<file path="src/hw/rtl/wds_pkg.sv">
// Shared types and constants for the weighted discrete sampler.
// Used by the channel interfaces, the shared add/subtract unit and the top level.
// No dependencies.
package wds_pkg;

  // Default sizing of the weight table.
  localparam int MAX_ENTRIES_DEF = 64;
  localparam int WEIGHT_BITS_DEF = 16;

  // Fixed field widths of the channels and configuration port.
  localparam int MODE_W     = 1;
  localparam int IDX_W      = 6;
  localparam int VAL_W      = 16;
  localparam int U_W        = 16;
  localparam int PROB_W     = 16;
  localparam int STAT_W     = 1;
  localparam int EIU_W      = 7;
  localparam int CFG_IDX_W  = 1;
  localparam int CFG_DATA_W = 7;

  localparam logic [MODE_W-1:0]    MODE_LOAD = 1'b0;
  localparam logic [MODE_W-1:0]    MODE_DRAW = 1'b1;

  localparam logic [CFG_IDX_W-1:0] CFG_NORM  = 1'd0;
  localparam logic [CFG_IDX_W-1:0] CFG_EIU   = 1'd1;

  localparam logic [STAT_W-1:0]    STAT_OK    = 1'b0;
  localparam logic [STAT_W-1:0]    STAT_EMPTY = 1'b1;

  localparam logic [PROB_W-1:0]    PROB_MAX = 16'hFFFF;

  typedef enum logic [0:0] {
    ALU_ADD,
    ALU_SUB
  } wds_alu_op_t;

  typedef enum logic [2:0] {
    ST_IDLE,
    ST_LDMOD,
    ST_SUM,
    ST_MUL,
    ST_SCAN,
    ST_DIV,
    ST_DONE
  } wds_state_t;

endpackage

</file>
<file path="src/hw/rtl/wds_if.sv">
// Valid/ready channel interfaces for the sampler's input and result beats.
// Field widths come from wds_pkg.
interface wds_in_if;
  logic                         valid;
  logic                         ready;
  logic [wds_pkg::MODE_W-1:0]   mode;
  logic [wds_pkg::IDX_W-1:0]    entry_index;
  logic [wds_pkg::VAL_W-1:0]    weight_value;
  logic [wds_pkg::U_W-1:0]      uniform_sample;

  modport source (output valid, output mode, output entry_index, output weight_value,
                  output uniform_sample, input ready);
  modport sink   (input valid, input mode, input entry_index, input weight_value,
                  input uniform_sample, output ready);
endinterface

interface wds_out_if;
  logic                         valid;
  logic                         ready;
  logic [wds_pkg::IDX_W-1:0]    chosen_index;
  logic [wds_pkg::PROB_W-1:0]   probability;
  logic [wds_pkg::STAT_W-1:0]   status;

  modport source (output valid, output chosen_index, output probability, output status,
                  input ready);
  modport sink   (input valid, input chosen_index, input probability, input status,
                  output ready);
endinterface

</file>
<file path="src/hw/rtl/weighted_discrete_sampler.sv">
// Top level of the weighted discrete sampler: weight table, sequencer and result register.
// Depends on wds_pkg, wds_if (wds_in_if, wds_out_if) and wds_alu.
//
//  channel  | direction | beat contents
//  in_bus   | sink      | mode, entry_index, weight_value, uniform_sample
//  out_bus  | source    | chosen_index, probability, status (one beat per draw)
//  cfg_*    | write     | cfg_index selects weights_normalized or entries_in_use
//
// A load passes through ST_LDMOD, which reduces the index by repeated subtraction when
// MAX_ENTRIES is below 64, and then writes the table. A normalized draw runs a search
// walk over the entries in use; an unnormalized one a sum walk, 16 shift-add steps,
// a search walk and 17 division steps. Sums, products and quotients share one adder.
// in_bus.ready is high only while the sequencer is idle; a finished result waits in
// the output register, and the next draw stalls at its end until that beat is taken.
// Reset (synchronous, rst_n low) clears control state; the table is not cleared.
module weighted_discrete_sampler #(
  parameter int MAX_ENTRIES = wds_pkg::MAX_ENTRIES_DEF,
  parameter int WEIGHT_BITS = wds_pkg::WEIGHT_BITS_DEF
) (
  input  logic                             clk,
  input  logic                             rst_n,
  wds_in_if.sink                           in_bus,
  wds_out_if.source                        out_bus,
  input  logic                             cfg_we,
  input  logic [wds_pkg::CFG_IDX_W-1:0]    cfg_index,
  input  logic [wds_pkg::CFG_DATA_W-1:0]   cfg_data
);

  localparam int AW     = (MAX_ENTRIES > 1) ? $clog2(MAX_ENTRIES) : 1;
  localparam int SUMW   = WEIGHT_BITS + AW;
  localparam int PW     = SUMW + wds_pkg::U_W;
  localparam int STEP_W = $clog2(wds_pkg::PROB_W + 1);

  // Configuration registers.
  logic                          norm_r;
  logic [wds_pkg::EIU_W-1:0]     eiu_r;

  // Sequencer and datapath registers.
  wds_pkg::wds_state_t           state_r, state_nxt;
  logic [AW-1:0]                 idx_r, idx_nxt;
  logic [AW-1:0]                 last_r, last_nxt;
  logic [STEP_W-1:0]             step_r, step_nxt;
  logic [SUMW-1:0]               sum_r, sum_nxt;
  logic [SUMW-1:0]               cum_r, cum_nxt;
  logic [PW-1:0]                 prod_r, prod_nxt;
  logic [PW-1:0]                 mcand_r, mcand_nxt;
  logic [wds_pkg::U_W-1:0]       u_r, u_nxt;
  logic [WEIGHT_BITS-1:0]        w_r, w_nxt;
  logic [SUMW-1:0]               rem_r, rem_nxt;
  logic [wds_pkg::PROB_W:0]      q_r, q_nxt;
  logic [AW-1:0]                 pick_r, pick_nxt;
  logic [wds_pkg::PROB_W-1:0]    prob_r, prob_nxt;
  logic [wds_pkg::STAT_W-1:0]    stat_r, stat_nxt;
  logic [wds_pkg::IDX_W-1:0]     ld_idx_r, ld_idx_nxt;
  logic [WEIGHT_BITS-1:0]        ld_w_r, ld_w_nxt;

  // Result register.
  logic                          out_valid_r, out_valid_nxt;
  logic [wds_pkg::IDX_W-1:0]     out_idx_r, out_idx_nxt;
  logic [wds_pkg::PROB_W-1:0]    out_prob_r, out_prob_nxt;
  logic [wds_pkg::STAT_W-1:0]    out_stat_r, out_stat_nxt;

  // Weight table.
  logic [WEIGHT_BITS-1:0]        mem [MAX_ENTRIES];
  logic [WEIGHT_BITS-1:0]        rdata_r;
  logic                          mem_we;

  // Shared adder.
  wds_pkg::wds_alu_op_t          alu_op;
  logic [PW-1:0]                 alu_a, alu_b;
  logic [PW:0]                   alu_res;

  logic                          in_fire;
  logic [PW-1:0]                 dvd;
  logic                          hit;

  wds_alu #(.W(PW)) u_alu (
    .op  (alu_op),
    .a   (alu_a),
    .b   (alu_b),
    .res (alu_res)
  );

  assign in_bus.ready         = (state_r == wds_pkg::ST_IDLE);
  assign in_fire              = in_bus.valid && in_bus.ready;
  assign out_bus.valid        = out_valid_r;
  assign out_bus.chosen_index = out_idx_r;
  assign out_bus.probability  = out_prob_r;
  assign out_bus.status       = out_stat_r;

  always_ff @(posedge clk) begin
    if (!rst_n) begin
      norm_r <= 1'b0;
      eiu_r  <= '0;
    end else if (cfg_we) begin
      case (cfg_index)
        wds_pkg::CFG_NORM: norm_r <= cfg_data[0];
        wds_pkg::CFG_EIU:  eiu_r  <= cfg_data;
        default: ;
      endcase
    end
  end

  // The read address is the next walk index, so during the table walks rdata_r holds mem[idx_r].
  always_ff @(posedge clk) begin
    if (mem_we) begin
      mem[AW'(ld_idx_r)] <= ld_w_r;
    end
    rdata_r <= mem[idx_nxt];
  end

  always_ff @(posedge clk) begin
    if (!rst_n) begin
      state_r     <= wds_pkg::ST_IDLE;
      out_valid_r <= 1'b0;
    end else begin
      state_r     <= state_nxt;
      out_valid_r <= out_valid_nxt;
    end
  end

  always_ff @(posedge clk) begin
    idx_r      <= idx_nxt;
    last_r     <= last_nxt;
    step_r     <= step_nxt;
    sum_r      <= sum_nxt;
    cum_r      <= cum_nxt;
    prod_r     <= prod_nxt;
    mcand_r    <= mcand_nxt;
    u_r        <= u_nxt;
    w_r        <= w_nxt;
    rem_r      <= rem_nxt;
    q_r        <= q_nxt;
    pick_r     <= pick_nxt;
    prob_r     <= prob_nxt;
    stat_r     <= stat_nxt;
    ld_idx_r   <= ld_idx_nxt;
    ld_w_r     <= ld_w_nxt;
    out_idx_r  <= out_idx_nxt;
    out_prob_r <= out_prob_nxt;
    out_stat_r <= out_stat_nxt;
  end

  always_comb begin
    state_nxt     = state_r;
    idx_nxt       = idx_r;
    last_nxt      = last_r;
    step_nxt      = step_r;
    sum_nxt       = sum_r;
    cum_nxt       = cum_r;
    prod_nxt      = prod_r;
    mcand_nxt     = mcand_r;
    u_nxt         = u_r;
    w_nxt         = w_r;
    rem_nxt       = rem_r;
    q_nxt         = q_r;
    pick_nxt      = pick_r;
    prob_nxt      = prob_r;
    stat_nxt      = stat_r;
    ld_idx_nxt    = ld_idx_r;
    ld_w_nxt      = ld_w_r;
    out_idx_nxt   = out_idx_r;
    out_prob_nxt  = out_prob_r;
    out_stat_nxt  = out_stat_r;
    out_valid_nxt = out_valid_r && !out_bus.ready;
    mem_we        = 1'b0;
    alu_op        = wds_pkg::ALU_ADD;
    alu_a         = '0;
    alu_b         = '0;
    dvd           = (step_r == '0) ? PW'(w_r) : PW'({rem_r, 1'b0});
    hit           = 1'b0;

    case (state_r)
      wds_pkg::ST_IDLE: begin
        if (in_fire) begin
          if (in_bus.mode == wds_pkg::MODE_LOAD) begin
            ld_idx_nxt = in_bus.entry_index;
            ld_w_nxt   = WEIGHT_BITS'(in_bus.weight_value);
            state_nxt  = wds_pkg::ST_LDMOD;
          end else begin
            u_nxt    = in_bus.uniform_sample;
            idx_nxt  = '0;
            sum_nxt  = '0;
            cum_nxt  = '0;
            prod_nxt = '0;
            step_nxt = '0;
            stat_nxt = wds_pkg::STAT_OK;
            if (32'(eiu_r) > MAX_ENTRIES) begin
              last_nxt = AW'(MAX_ENTRIES - 1);
            end else begin
              last_nxt = AW'(eiu_r - 7'd1);
            end
            if (eiu_r == '0) begin
              pick_nxt  = '0;
              prob_nxt  = '0;
              stat_nxt  = wds_pkg::STAT_EMPTY;
              state_nxt = wds_pkg::ST_DONE;
            end else if (norm_r) begin
              state_nxt = wds_pkg::ST_SCAN;
            end else begin
              state_nxt = wds_pkg::ST_SUM;
            end
          end
        end
      end

      // Reduce the load index modulo the table depth, then write.
      wds_pkg::ST_LDMOD: begin
        if (32'(ld_idx_r) >= MAX_ENTRIES) begin
          ld_idx_nxt = ld_idx_r - wds_pkg::IDX_W'(MAX_ENTRIES);
        end else begin
          mem_we    = 1'b1;
          state_nxt = wds_pkg::ST_IDLE;
        end
      end

      wds_pkg::ST_SUM: begin
        alu_a   = PW'(sum_r);
        alu_b   = PW'(rdata_r);
        sum_nxt = alu_res[SUMW-1:0];
        if (idx_r == last_r) begin
          idx_nxt   = '0;
          mcand_nxt = PW'(alu_res[SUMW-1:0]);
          state_nxt = wds_pkg::ST_MUL;
        end else begin
          idx_nxt = idx_r + AW'(1);
        end
      end

      // Shift-add product of the sample and the sum, one sample bit per cycle.
      wds_pkg::ST_MUL: begin
        alu_a     = prod_r;
        alu_b     = u_r[0] ? mcand_r : '0;
        prod_nxt  = alu_res[PW-1:0];
        mcand_nxt = {mcand_r[PW-2:0], 1'b0};
        u_nxt     = {1'b0, u_r[wds_pkg::U_W-1:1]};
        if (step_r == STEP_W'(wds_pkg::U_W - 1)) begin
          step_nxt  = '0;
          state_nxt = wds_pkg::ST_SCAN;
        end else begin
          step_nxt = step_r + STEP_W'(1);
        end
      end

      wds_pkg::ST_SCAN: begin
        alu_a   = PW'(cum_r);
        alu_b   = PW'(rdata_r);
        cum_nxt = alu_res[SUMW-1:0];
        if (norm_r) begin
          hit = PW'(u_r) < alu_res[PW-1:0];
        end else begin
          hit = prod_r < {alu_res[SUMW-1:0], {wds_pkg::U_W{1'b0}}};
        end
        if (hit || idx_r == last_r) begin
          pick_nxt = idx_r;
          w_nxt    = rdata_r;
          step_nxt = '0;
          if (norm_r) begin
            prob_nxt  = (32'(rdata_r) > 32'(wds_pkg::PROB_MAX)) ?
                        wds_pkg::PROB_MAX : wds_pkg::PROB_W'(rdata_r);
            state_nxt = wds_pkg::ST_DONE;
          end else if (sum_r == '0) begin
            prob_nxt  = '0;
            state_nxt = wds_pkg::ST_DONE;
          end else begin
            state_nxt = wds_pkg::ST_DIV;
          end
        end else begin
          idx_nxt = idx_r + AW'(1);
        end
      end

      // Restoring division of w * 2^16 by the sum; the chosen weight never
      // exceeds the sum, so the quotient needs only 17 bits.
      wds_pkg::ST_DIV: begin
        alu_op  = wds_pkg::ALU_SUB;
        alu_a   = dvd;
        alu_b   = PW'(sum_r);
        rem_nxt = alu_res[PW] ? alu_res[SUMW-1:0] : dvd[SUMW-1:0];
        q_nxt   = {q_r[wds_pkg::PROB_W-1:0], alu_res[PW]};
        if (step_r == STEP_W'(wds_pkg::PROB_W)) begin
          prob_nxt  = q_r[wds_pkg::PROB_W-1] ? wds_pkg::PROB_MAX :
                      {q_r[wds_pkg::PROB_W-2:0], alu_res[PW]};
          state_nxt = wds_pkg::ST_DONE;
        end else begin
          step_nxt = step_r + STEP_W'(1);
        end
      end

      wds_pkg::ST_DONE: begin
        if (!out_valid_r || out_bus.ready) begin
          out_idx_nxt   = wds_pkg::IDX_W'(pick_r);
          out_prob_nxt  = prob_r;
          out_stat_nxt  = stat_r;
          out_valid_nxt = 1'b1;
          state_nxt     = wds_pkg::ST_IDLE;
        end
      end

      default: begin
        state_nxt = wds_pkg::ST_IDLE;
      end
    endcase
  end

  a_empty_beat_zero: assert property (@(posedge clk) disable iff (!rst_n)
    (out_valid_r && out_stat_r == wds_pkg::STAT_EMPTY) |->
      (out_prob_r == '0 && out_idx_r == '0))
    else $error("empty-table beat carries a nonzero index or probability");

  a_walk_in_range: assert property (@(posedge clk) disable iff (!rst_n)
    (state_r == wds_pkg::ST_SUM || state_r == wds_pkg::ST_SCAN) |-> (idx_r <= last_r))
    else $error("table walk ran past the last entry in use");

  a_rem_below_sum: assert property (@(posedge clk) disable iff (!rst_n)
    (state_r == wds_pkg::ST_DIV && step_r != '0) |-> (rem_r < sum_r))
    else $error("division remainder not below the divisor");

  a_draw_busy: assert property (@(posedge clk) disable iff (!rst_n)
    (in_fire && in_bus.mode == wds_pkg::MODE_DRAW) |=> !in_bus.ready)
    else $error("draw accepted but sequencer returned to idle at once");

  a_done_holds: assert property (@(posedge clk) disable iff (!rst_n)
    (state_r == wds_pkg::ST_DONE && out_valid_r && !out_bus.ready) |=>
      (state_r == wds_pkg::ST_DONE))
    else $error("finished draw left its state while the result register was full");

endmodule

</file>
<file path="src/hw/rtl/wds_alu.sv">
// Shared add/subtract unit of the sampler datapath, with carry out.
// Depends on wds_pkg for the operation code.
module wds_alu #(
  parameter int W = 60
) (
  input  wds_pkg::wds_alu_op_t op,
  input  logic [W-1:0]         a,
  input  logic [W-1:0]         b,
  output logic [W:0]           res
);

  logic [W-1:0] b_eff;
  logic         cin;

  // Subtraction is a + ~b + 1; the carry out is then set when a >= b.
  assign b_eff = (op == wds_pkg::ALU_SUB) ? ~b : b;
  assign cin   = (op == wds_pkg::ALU_SUB);
  assign res   = {1'b0, a} + {1'b0, b_eff} + {{W{1'b0}}, cin};

endmodule
</file>
<file path="src/flat_wrapper.sv">
// flat-port wrapper written by rule: the top's interface ports become plain ports
module weighted_discrete_sampler_flat 
#(
  parameter int MAX_ENTRIES = wds_pkg::MAX_ENTRIES_DEF,
  parameter int WEIGHT_BITS = wds_pkg::WEIGHT_BITS_DEF
)
  (clk, rst_n, cfg_we, cfg_index, cfg_data, in_bus_valid, in_bus_mode, in_bus_entry_index, in_bus_weight_value, in_bus_uniform_sample, in_bus_ready, out_bus_valid, out_bus_chosen_index, out_bus_probability, out_bus_status, out_bus_ready);
  wds_in_if in_bus_i ();
  wds_out_if out_bus_i ();
  input  logic clk;
  input  logic rst_n;
  input  logic cfg_we;
  input  logic [wds_pkg::CFG_IDX_W-1:0] cfg_index;
  input  logic [wds_pkg::CFG_DATA_W-1:0] cfg_data;
  input wire logic [$bits(in_bus_i.valid)-1:0] in_bus_valid;
  input wire logic [$bits(in_bus_i.mode)-1:0] in_bus_mode;
  input wire logic [$bits(in_bus_i.entry_index)-1:0] in_bus_entry_index;
  input wire logic [$bits(in_bus_i.weight_value)-1:0] in_bus_weight_value;
  input wire logic [$bits(in_bus_i.uniform_sample)-1:0] in_bus_uniform_sample;
  output wire logic [$bits(in_bus_i.ready)-1:0] in_bus_ready;
  output wire logic [$bits(out_bus_i.valid)-1:0] out_bus_valid;
  output wire logic [$bits(out_bus_i.chosen_index)-1:0] out_bus_chosen_index;
  output wire logic [$bits(out_bus_i.probability)-1:0] out_bus_probability;
  output wire logic [$bits(out_bus_i.status)-1:0] out_bus_status;
  input wire logic [$bits(out_bus_i.ready)-1:0] out_bus_ready;
  assign in_bus_i.valid = in_bus_valid;
  assign in_bus_i.mode = in_bus_mode;
  assign in_bus_i.entry_index = in_bus_entry_index;
  assign in_bus_i.weight_value = in_bus_weight_value;
  assign in_bus_i.uniform_sample = in_bus_uniform_sample;
  assign in_bus_ready = in_bus_i.ready;
  assign out_bus_valid = out_bus_i.valid;
  assign out_bus_chosen_index = out_bus_i.chosen_index;
  assign out_bus_probability = out_bus_i.probability;
  assign out_bus_status = out_bus_i.status;
  assign out_bus_i.ready = out_bus_ready;
  weighted_discrete_sampler #(.MAX_ENTRIES(MAX_ENTRIES), .WEIGHT_BITS(WEIGHT_BITS)) u_core (.clk(clk), .rst_n(rst_n), .in_bus(in_bus_i), .out_bus(out_bus_i), .cfg_we(cfg_we), .cfg_index(cfg_index), .cfg_data(cfg_data));
endmodule
</file>
<file path="config.mk">
export PLATFORM = sky130hd
export DESIGN_NAME = weighted_discrete_sampler_flat
export DESIGN_NICKNAME = d
export VERILOG_FILES = /design/src/hw/rtl/wds_pkg.sv /design/src/hw/rtl/wds_if.sv /design/src/hw/rtl/weighted_discrete_sampler.sv /design/src/hw/rtl/wds_alu.sv /design/src/flat_wrapper.sv
export SDC_FILE = /design/constraint.sdc
export NUM_CORES = 2
export LEC_CHECK = 0
export BUFFER_PORTS_ARGS = -buffer_cell sky130_fd_sc_hd__buf_2
export CORE_MARGIN = 5
export CORE_UTILIZATION = 60
export CTS_CLUSTER_SIZE = 14
export DETAILED_ROUTE_END_ITERATION = 12
export HOLD_SLACK_MARGIN = 0.12
export PLACE_DENSITY_LB_ADDON = 0.15
export SLEW_MARGIN = 40
export SYNTH_ARGS = -nofsm -noshare
export SYNTH_HDL_FRONTEND = slang
export SYNTH_SLANG_ARGS = --single-unit
</file>
<file path="constraint.sdc">
create_clock -name clk -period 9.4 [get_ports clk]
set_input_delay 0.94 -clock clk [delete_from_list [all_inputs] [get_ports clk]]
set_output_delay 0.94 -clock clk [all_outputs]
set_load 0.05 [all_outputs]
</file>
Word level (Yosys, flattened, before mapping). Memory sizes are Yosys's and may differ from the RTL's. A register that Yosys moved wholly into a read port is not among the register bits. Cells that the tools add are included.

Logic and storage cells: 149. Memories kept: 1. Memory bits (writable): 1024. Output and inout port bits: 25. Input port bits: 52. Flip-flop bits (word level): 287.

Memory list: u_core.mem (words 64, bits a word 16, read ports 1, clocked after Yosys merged registers in 1, wr ports 1, RTL line weighted_discrete_sampler.sv:64) `logic [WEIGHT_BITS-1:0] mem [MAX_ENTRIES];`.

Muxes and demuxes: 64. Order comparisons: 3. Eq/ne operators: 19. Bitwise logic cells: 3. Add/subtract/negate cells: 5. Reductions and logical operators: 31.

Operators with widths (number): 38-bit 2-to-1 mux (5); 16-bit 2-to-1 mux (10); 38-bit case mux with 2 select lines (2); 38-bit case mux with 4 select lines (1); 38-bit case mux with 3 select lines (1); 22-bit case mux with 2 select lines (2); 22-bit 2-to-1 mux (3); 6-bit 2-to-1 mux (8); 16-bit case mux with 3 select lines (1); 38-bit by 38-bit adder with 39-bit output (1); 39-bit by 1-bit adder with 39-bit output (1); 16-bit by 38-bit < comparator with 1-bit output (1); 38-bit < comparator (1); 38-bit NOT (1); 16-bit case mux with 2 select lines (1); 3-bit 2-to-1 mux (10); 5-bit 2-to-1 mux (5); 23-bit 2-to-1 mux (1); 22-bit logical NOT (1); 5-bit case mux with 4 select lines (1); 3-bit case mux with 6 select lines (1); 6-bit case mux with 3 select lines (1); 3-bit AND reduction (5); 6-bit case mux with 2 select lines (1); other kinds (30) (60).

Logic depth before layout (Yosys ltp).
Word-level depth: 13. Depth in mapped cells: 34. Mapped depth without buffers: 29.

Cells and area by module. Synthesis repeated with hierarchy kept, for this count alone.

Cell total of the unflattened synthesis: 3188. Area total of the unflattened synthesis: 55152.9 um2.

Modules (own cells, without submodules): weighted_discrete_sampler (area an instance 52805.6 um2, cells an instance 2878, seq. area each 39507.9 um2, instances 1); wds_alu (area an instance 2347.3 um2, cells an instance 310, seq. area each 0.0 um2, instances 1).

Worst setup path before layout. OpenSTA, ideal clock, no wires.

Kind: register -> register. From: reg u_core.step_r[0]. To: reg u_core.rdata_r[14] (read register of u_core.mem). Cell stages (with the launch flop): 33. Library setup time: 0.135 ns. Setup slack: 1.889 ns. Data arrival time: 7.375 ns. Data required time: 9.265 ns. Path through: edfxtp_1 > inv_1 > ha_1 > nor4b_2 > buf_4 > buf_1 > mux2i_1 > o221ai_1 > ha_1 > nand4_1 > a211oi_2 > o31a_1 > nand2b_1 > nand2b_1 > nand2_1 > xnor2_1 > ha_1 > a2111oi_0 > o21ai_0 > o2111ai_1 > nand2_1 > o211a_1 > nand4_1 > o31ai_1 > a21oi_1 > o22ai_4 > buf_6 > buf_6 > buf_2 > a21oi_1 > a221oi_1 > nor4_1 > nand4_1.

Cells in the longest elaborated chain, start to end: 11. Elaborated cells on any way between the ends: 12. Those cells by class: add/sub (2); order compare (2); mux (6); reduce/logical (2).

Ends and longest elaborated chain: start: declaration (RTL line weighted_discrete_sampler.sv:42) `logic [STEP_W-1:0] step_r, step_nxt;`; start signal: assignment (RTL line weighted_discrete_sampler.sv:125) `step_r <= step_nxt;`; 5-bit logical NOT * (RTL line weighted_discrete_sampler.sv:170) `dvd = (step_r == '0) ? PW'(w_r) : PW'({rem_r, 1'b0});`; 23-bit 2-to-1 mux * (RTL line weighted_discrete_sampler.sv:170); 38-bit case mux with 4 select lines * (RTL line weighted_discrete_sampler.sv:173) `case (state_r)`; 38-bit by 38-bit adder with 39-bit output * (RTL line wds_alu.sv:18) `assign res = {1'b0, a} + {1'b0, b_eff} + {{W{1'b0}}, cin};`; 39-bit by 1-bit adder with 39-bit output * (RTL line wds_alu.sv:18); 38-bit < comparator or 16-bit by 38-bit < comparator with 1-bit output (tied branches) (RTL line weighted_discrete_sampler.sv:252, weighted_discrete_sampler.sv:250); 1-bit 2-to-1 mux * (RTL line weighted_discrete_sampler.sv:249) `if (norm_r) begin`; 1-bit 2-to-1 mux * (RTL line weighted_discrete_sampler.sv:173); 1-bit logical OR * (RTL line weighted_discrete_sampler.sv:254) `if (hit || idx_r == last_r) begin`; 6-bit 2-to-1 mux * (RTL line weighted_discrete_sampler.sv:254); 6-bit case mux with 3 select lines * (RTL line weighted_discrete_sampler.sv:173); end: declaration (RTL line weighted_discrete_sampler.sv:65) `logic [WEIGHT_BITS-1:0] rdata_r;`.

Every way passes the cells marked *; elsewhere a longest branch is shown, timed or not. The select of a mux whose other input is x is not followed. A chain may end at the register's enable or synchronous reset.

Worst setup path after layout.
From: reg u_core.state_r[2]. To: reg u_core.rdata_r[1] (read register of u_core.mem).

Cells in the longest elaborated chain, start to end: 13. Elaborated cells on any way between the ends: 22. Those cells by class: add/sub (2); order compare (2); eq/ne (4); mux (9); bitwise (1); reduce/logical (4).

Ends and longest elaborated chain: start: declaration (RTL line weighted_discrete_sampler.sv:39) `wds_pkg::wds_state_t state_r, state_nxt;`; start signal: assignment (RTL line weighted_discrete_sampler.sv:114) `state_r <= wds_pkg::ST_IDLE;`; start signal: assignment (RTL line weighted_discrete_sampler.sv:117) `state_r <= state_nxt;`; 3-bit by 2-bit == test with 1-bit output or 3-bit == test (tied branches) (RTL line weighted_discrete_sampler.sv:173); 2-bit OR reduction (no line); 38-bit case mux with 3 select lines (RTL line weighted_discrete_sampler.sv:173); 38-bit NOT (RTL line wds_alu.sv:16) `assign b_eff = (op == wds_pkg::ALU_SUB) ? ~b : b;`; 38-bit 2-to-1 mux (RTL line wds_alu.sv:16); 38-bit by 38-bit adder with 39-bit output (RTL line wds_alu.sv:18); 39-bit by 1-bit adder with 39-bit output (RTL line wds_alu.sv:18); 38-bit < comparator or 16-bit by 38-bit < comparator with 1-bit output (tied branches) (RTL line weighted_discrete_sampler.sv:252, weighted_discrete_sampler.sv:250); 1-bit 2-to-1 mux (RTL line weighted_discrete_sampler.sv:249); 1-bit 2-to-1 mux (RTL line weighted_discrete_sampler.sv:173); 1-bit logical OR (RTL line weighted_discrete_sampler.sv:254); 6-bit 2-to-1 mux (RTL line weighted_discrete_sampler.sv:254); 6-bit case mux with 3 select lines * (RTL line weighted_discrete_sampler.sv:173).

Marks and branches as above.

==> reports/metrics.yaml <==
status:
  status: "completed"
routing:
  vias_per_cell: 6.54
  drt_iter0_markers: 4527
  dr.pass1.iters: 5
  vias: 35700
  wl_per_cell_um: 27.8
  wirelength_um: 152000
  drc: 0
  antenna_left: 0
sta:
  tightest_slew_ps: 935
  timing.setup.tns_ps: 0
  fin_crit_ps: 8670
  finalCritPeriodShare: 0.923
  rsz0062_at_grt: "no"
  finClkSkew_ps: 30.2
  fmax_ghz: 0.115
  drv_slew: 0
  hold_viol_final: 0
  setup_violations: 0
  maxSlewHeadroom: 0.371
pwr:
  pwr-share-clk: 0.276
  peakVddDrop_uv: 209
  cellLeakagePower_nw: 21.6
  comb_power_share: 0.342
  p_sw_mw: 6.98
  swShare: 0.357
  p_per_area_nw_per_um2: 309
  pwr-share-seq: 0.382
  p_int_mw: 12.5
logic_synthesis:
  yosysTopAreaCellShare: 0.693
  ys_seq_area_frac: 0.706
  synth-edff-count: 1293
  synth_top_area_cell: "edfxtp_1"
  yosys_warnings: 0
  synthArstFlopShare: 0
  synth-seq-cells: 1327
  synthTopCellsByArea: "edfxtp_1 69%, mux2i_1 4.3%, nand2_1 4.2%, ha_1 1.8%, a32oi_1 1.7%"
  syn_nets: 4050
  synthFlopType: "edfxtp_1"
  synth_cells: 3917
  synth.distinct_cells: 100
  synth_area_um2: 56000
  avgSynthCellArea_um2: 14.3
worst_setup_path:
  critPathCaptureType: "flop"
  regToRegEndpoint: "u_core.rdata_r[1]"
  worst_ep_arrival_time_ps: 9250
  path_class: "reg -> reg"
  crit_path_max_incr_delay_ps: 730
  crit_slowest_cell: "and2_1"
  startpoint_type: "flop"
  cpMostUsedCell: "a21oi_1"
  path_delay_family: "compound AO/OA/AOI/OAI gates"
  cp_max_fo: 29
  path_buf_inv: 3
  regToRegSetupSlack_ps: 730
  critPathRequiredTime_ps: 9970
  r2r_cells: 29
  reg2reg_from: "u_core.state_r[2]"
floorplan:
  core_um2: 92900
  io_pins: 77
  die_h_um: 315
  num_rows: 112
  floorplan.initialDensity: 0.603
  die_w_um: 315
  die_area_um2: 99500
placed_design:
  port_buffers: 76
  hpwl_um: 96500
  gp_congestion: 0.992
  dp.cells: 5198
layout:
  fin_nets: 4219
  fin_util: 0.679
  final_common_cell: "edfxtp_1"
  final_cell_mix: "1293 x edfxtp_1, 624 x nand2_1, 242 x mux2i_1, 206 x nor2_1, 172 x buf_4"
  n_fill_cell: 6342
  syn_to_final_growth_pct: 12.7
  ff_latch_area_um2: 39500
  instances_no_fill: 5457
  layout-drive-gt1-share: 0.135
  multi_input_comb_area_um2: 15300
global_routing:
  grt_pass1_wl_um: 223000
  antenna_found_initial: 5
  first_global_vias: 34400
  grt_max_degree: 84
  grt_overflow_total: 0
  track_usage: 0.302
cts:
  path_clk_slew_ps: 60
  clock_latency_ps: 750
  ctsResizeCount: 0
  clockRootBuffer: "clkbuf_16"
  cts-hold-fix-buffers: 0
  cts_setup_buffers: 0
  cts_tree: "built"
  cts.path.max_buffers: 3
  cts_sinks: 1327
  cts_buffers: 138
  cts-htree-levels: 4
job:
  drv_cap: 0
hold_path:
  hold_end: "u_core.ld_w_r[10]"
  hold_start: "in_bus_weight_value[10]"
  hold_path_depth: 1
  holdCritPathClass: "in -> reg"
[cell usage after synthesis, drive strengths merged, types with 22 or more instances]
cell / instances
a21oi: 150
a221oi: 65
a22oi: 38
a31oi: 74
a32oi: 110
and2: 23
and3: 27
buf: 119
clkbuf: 118
dfxtp: 34
edfxtp: 1293
ha: 80
inv: 46
mux2: 31
mux2i: 242
mux4: 30
nand2: 627
nand3: 58
nand4: 51
nor2: 216
nor3: 52
nor4: 29
o21ai: 120
o22ai: 27
xor2: 22
[power by group through the flow]
stage	clock network (mW)	registers [mW]	logic [mW]
after floorplan	0	7.49	4.33
after global placement	0	7.56	6.47
after detailed placement	0	7.56	6.57
after CTS	5.44	7.44	6.61
after global routing	5.70	7.47	7.13
final	5.39	7.46	6.68
[final cells by class]
class                   count  share of cell area
repair buffers            266              0.0321
clock inverters            77              0.0124
multi-input cells        2307               0.243
well taps                1254              0.0249
flip-flops and latches   1327               0.626
clock buffers             179              0.0586
diodes                      1           0.0000397
inverters                  46             0.00293
[worst max-delay path by stage]
| stage | startpoint | end | cells after the start |
|---|---|---|---|
| after global placement | u_core.state_r[2] | u_core.rdata_r[1] | 30 |
| after CTS | u_core.state_r[2] | u_core.rdata_r[1] | 29 |
| after floorplan | u_core.step_r[0] | u_core.rdata_r[14] | 32 |
| final | u_core.state_r[2] | u_core.rdata_r[1] | 29 |
| after detailed placement | u_core.state_r[2] | u_core.rdata_r[1] | 29 |
| after global routing | u_core.state_r[2] | u_core.rdata_r[1] | 29 |
[flip-flops by register name (all words and copies together) (netlist names), 22 cells and up]
signal          count
u_core.mem       1024
u_core.mcand_r     38
u_core.prod_r      38
u_core.cum_r       22
u_core.rem_r       22
u_core.sum_r       22
[cell families after synthesis]
kind of cell | after synthesis | synth area share
flops | 1327 | 0.706
simple gates | 1149 | 0.0905
compound gates | 732 | 0.0930
mux | 303 | 0.0616
buf+inv | 283 | 0.0241
fa+ha+maj | 81 | 0.0182
xor+xnor | 42 | 0.00704
[worst reg2reg max path: cells and delay by family, from the launching register on]
kind	cells	cell delay, ps
compound gates	14	3680
fa+ha+maj	2	650
buf+inv	3	890
flops	1	600
simple gates	10	2680
[routing by layer]
| layer | vias to the layer above | track usage | share of wire |
|---|---|---|---|
| met1 | 17800 | 0.420 | 0.39 |
| met4 | 6 | 0.112 | 0.039 |
| li1 | 15500 | - | - |
| met5 | - | 0 | 0.00025 |
| met2 | 1997 | 0.488 | 0.48 |
| met3 | 350 | 0.0527 | 0.091 |
[per-stage QoR]
stage	worst slack, ps	power [mW]	area, µm²	hold slack [ps]
6_report	726	19.5	63100	368
5_1_grt	332	20.3	63100	359
4_1_cts	891	19.5	63000	340
3_5_place_dp	864	14.1	58600	405
3_3_place_gp	1020	14.0	58500	402
2_1_floorplan	1890	11.8	56000	400
Power figures use the tool's default switching activity.
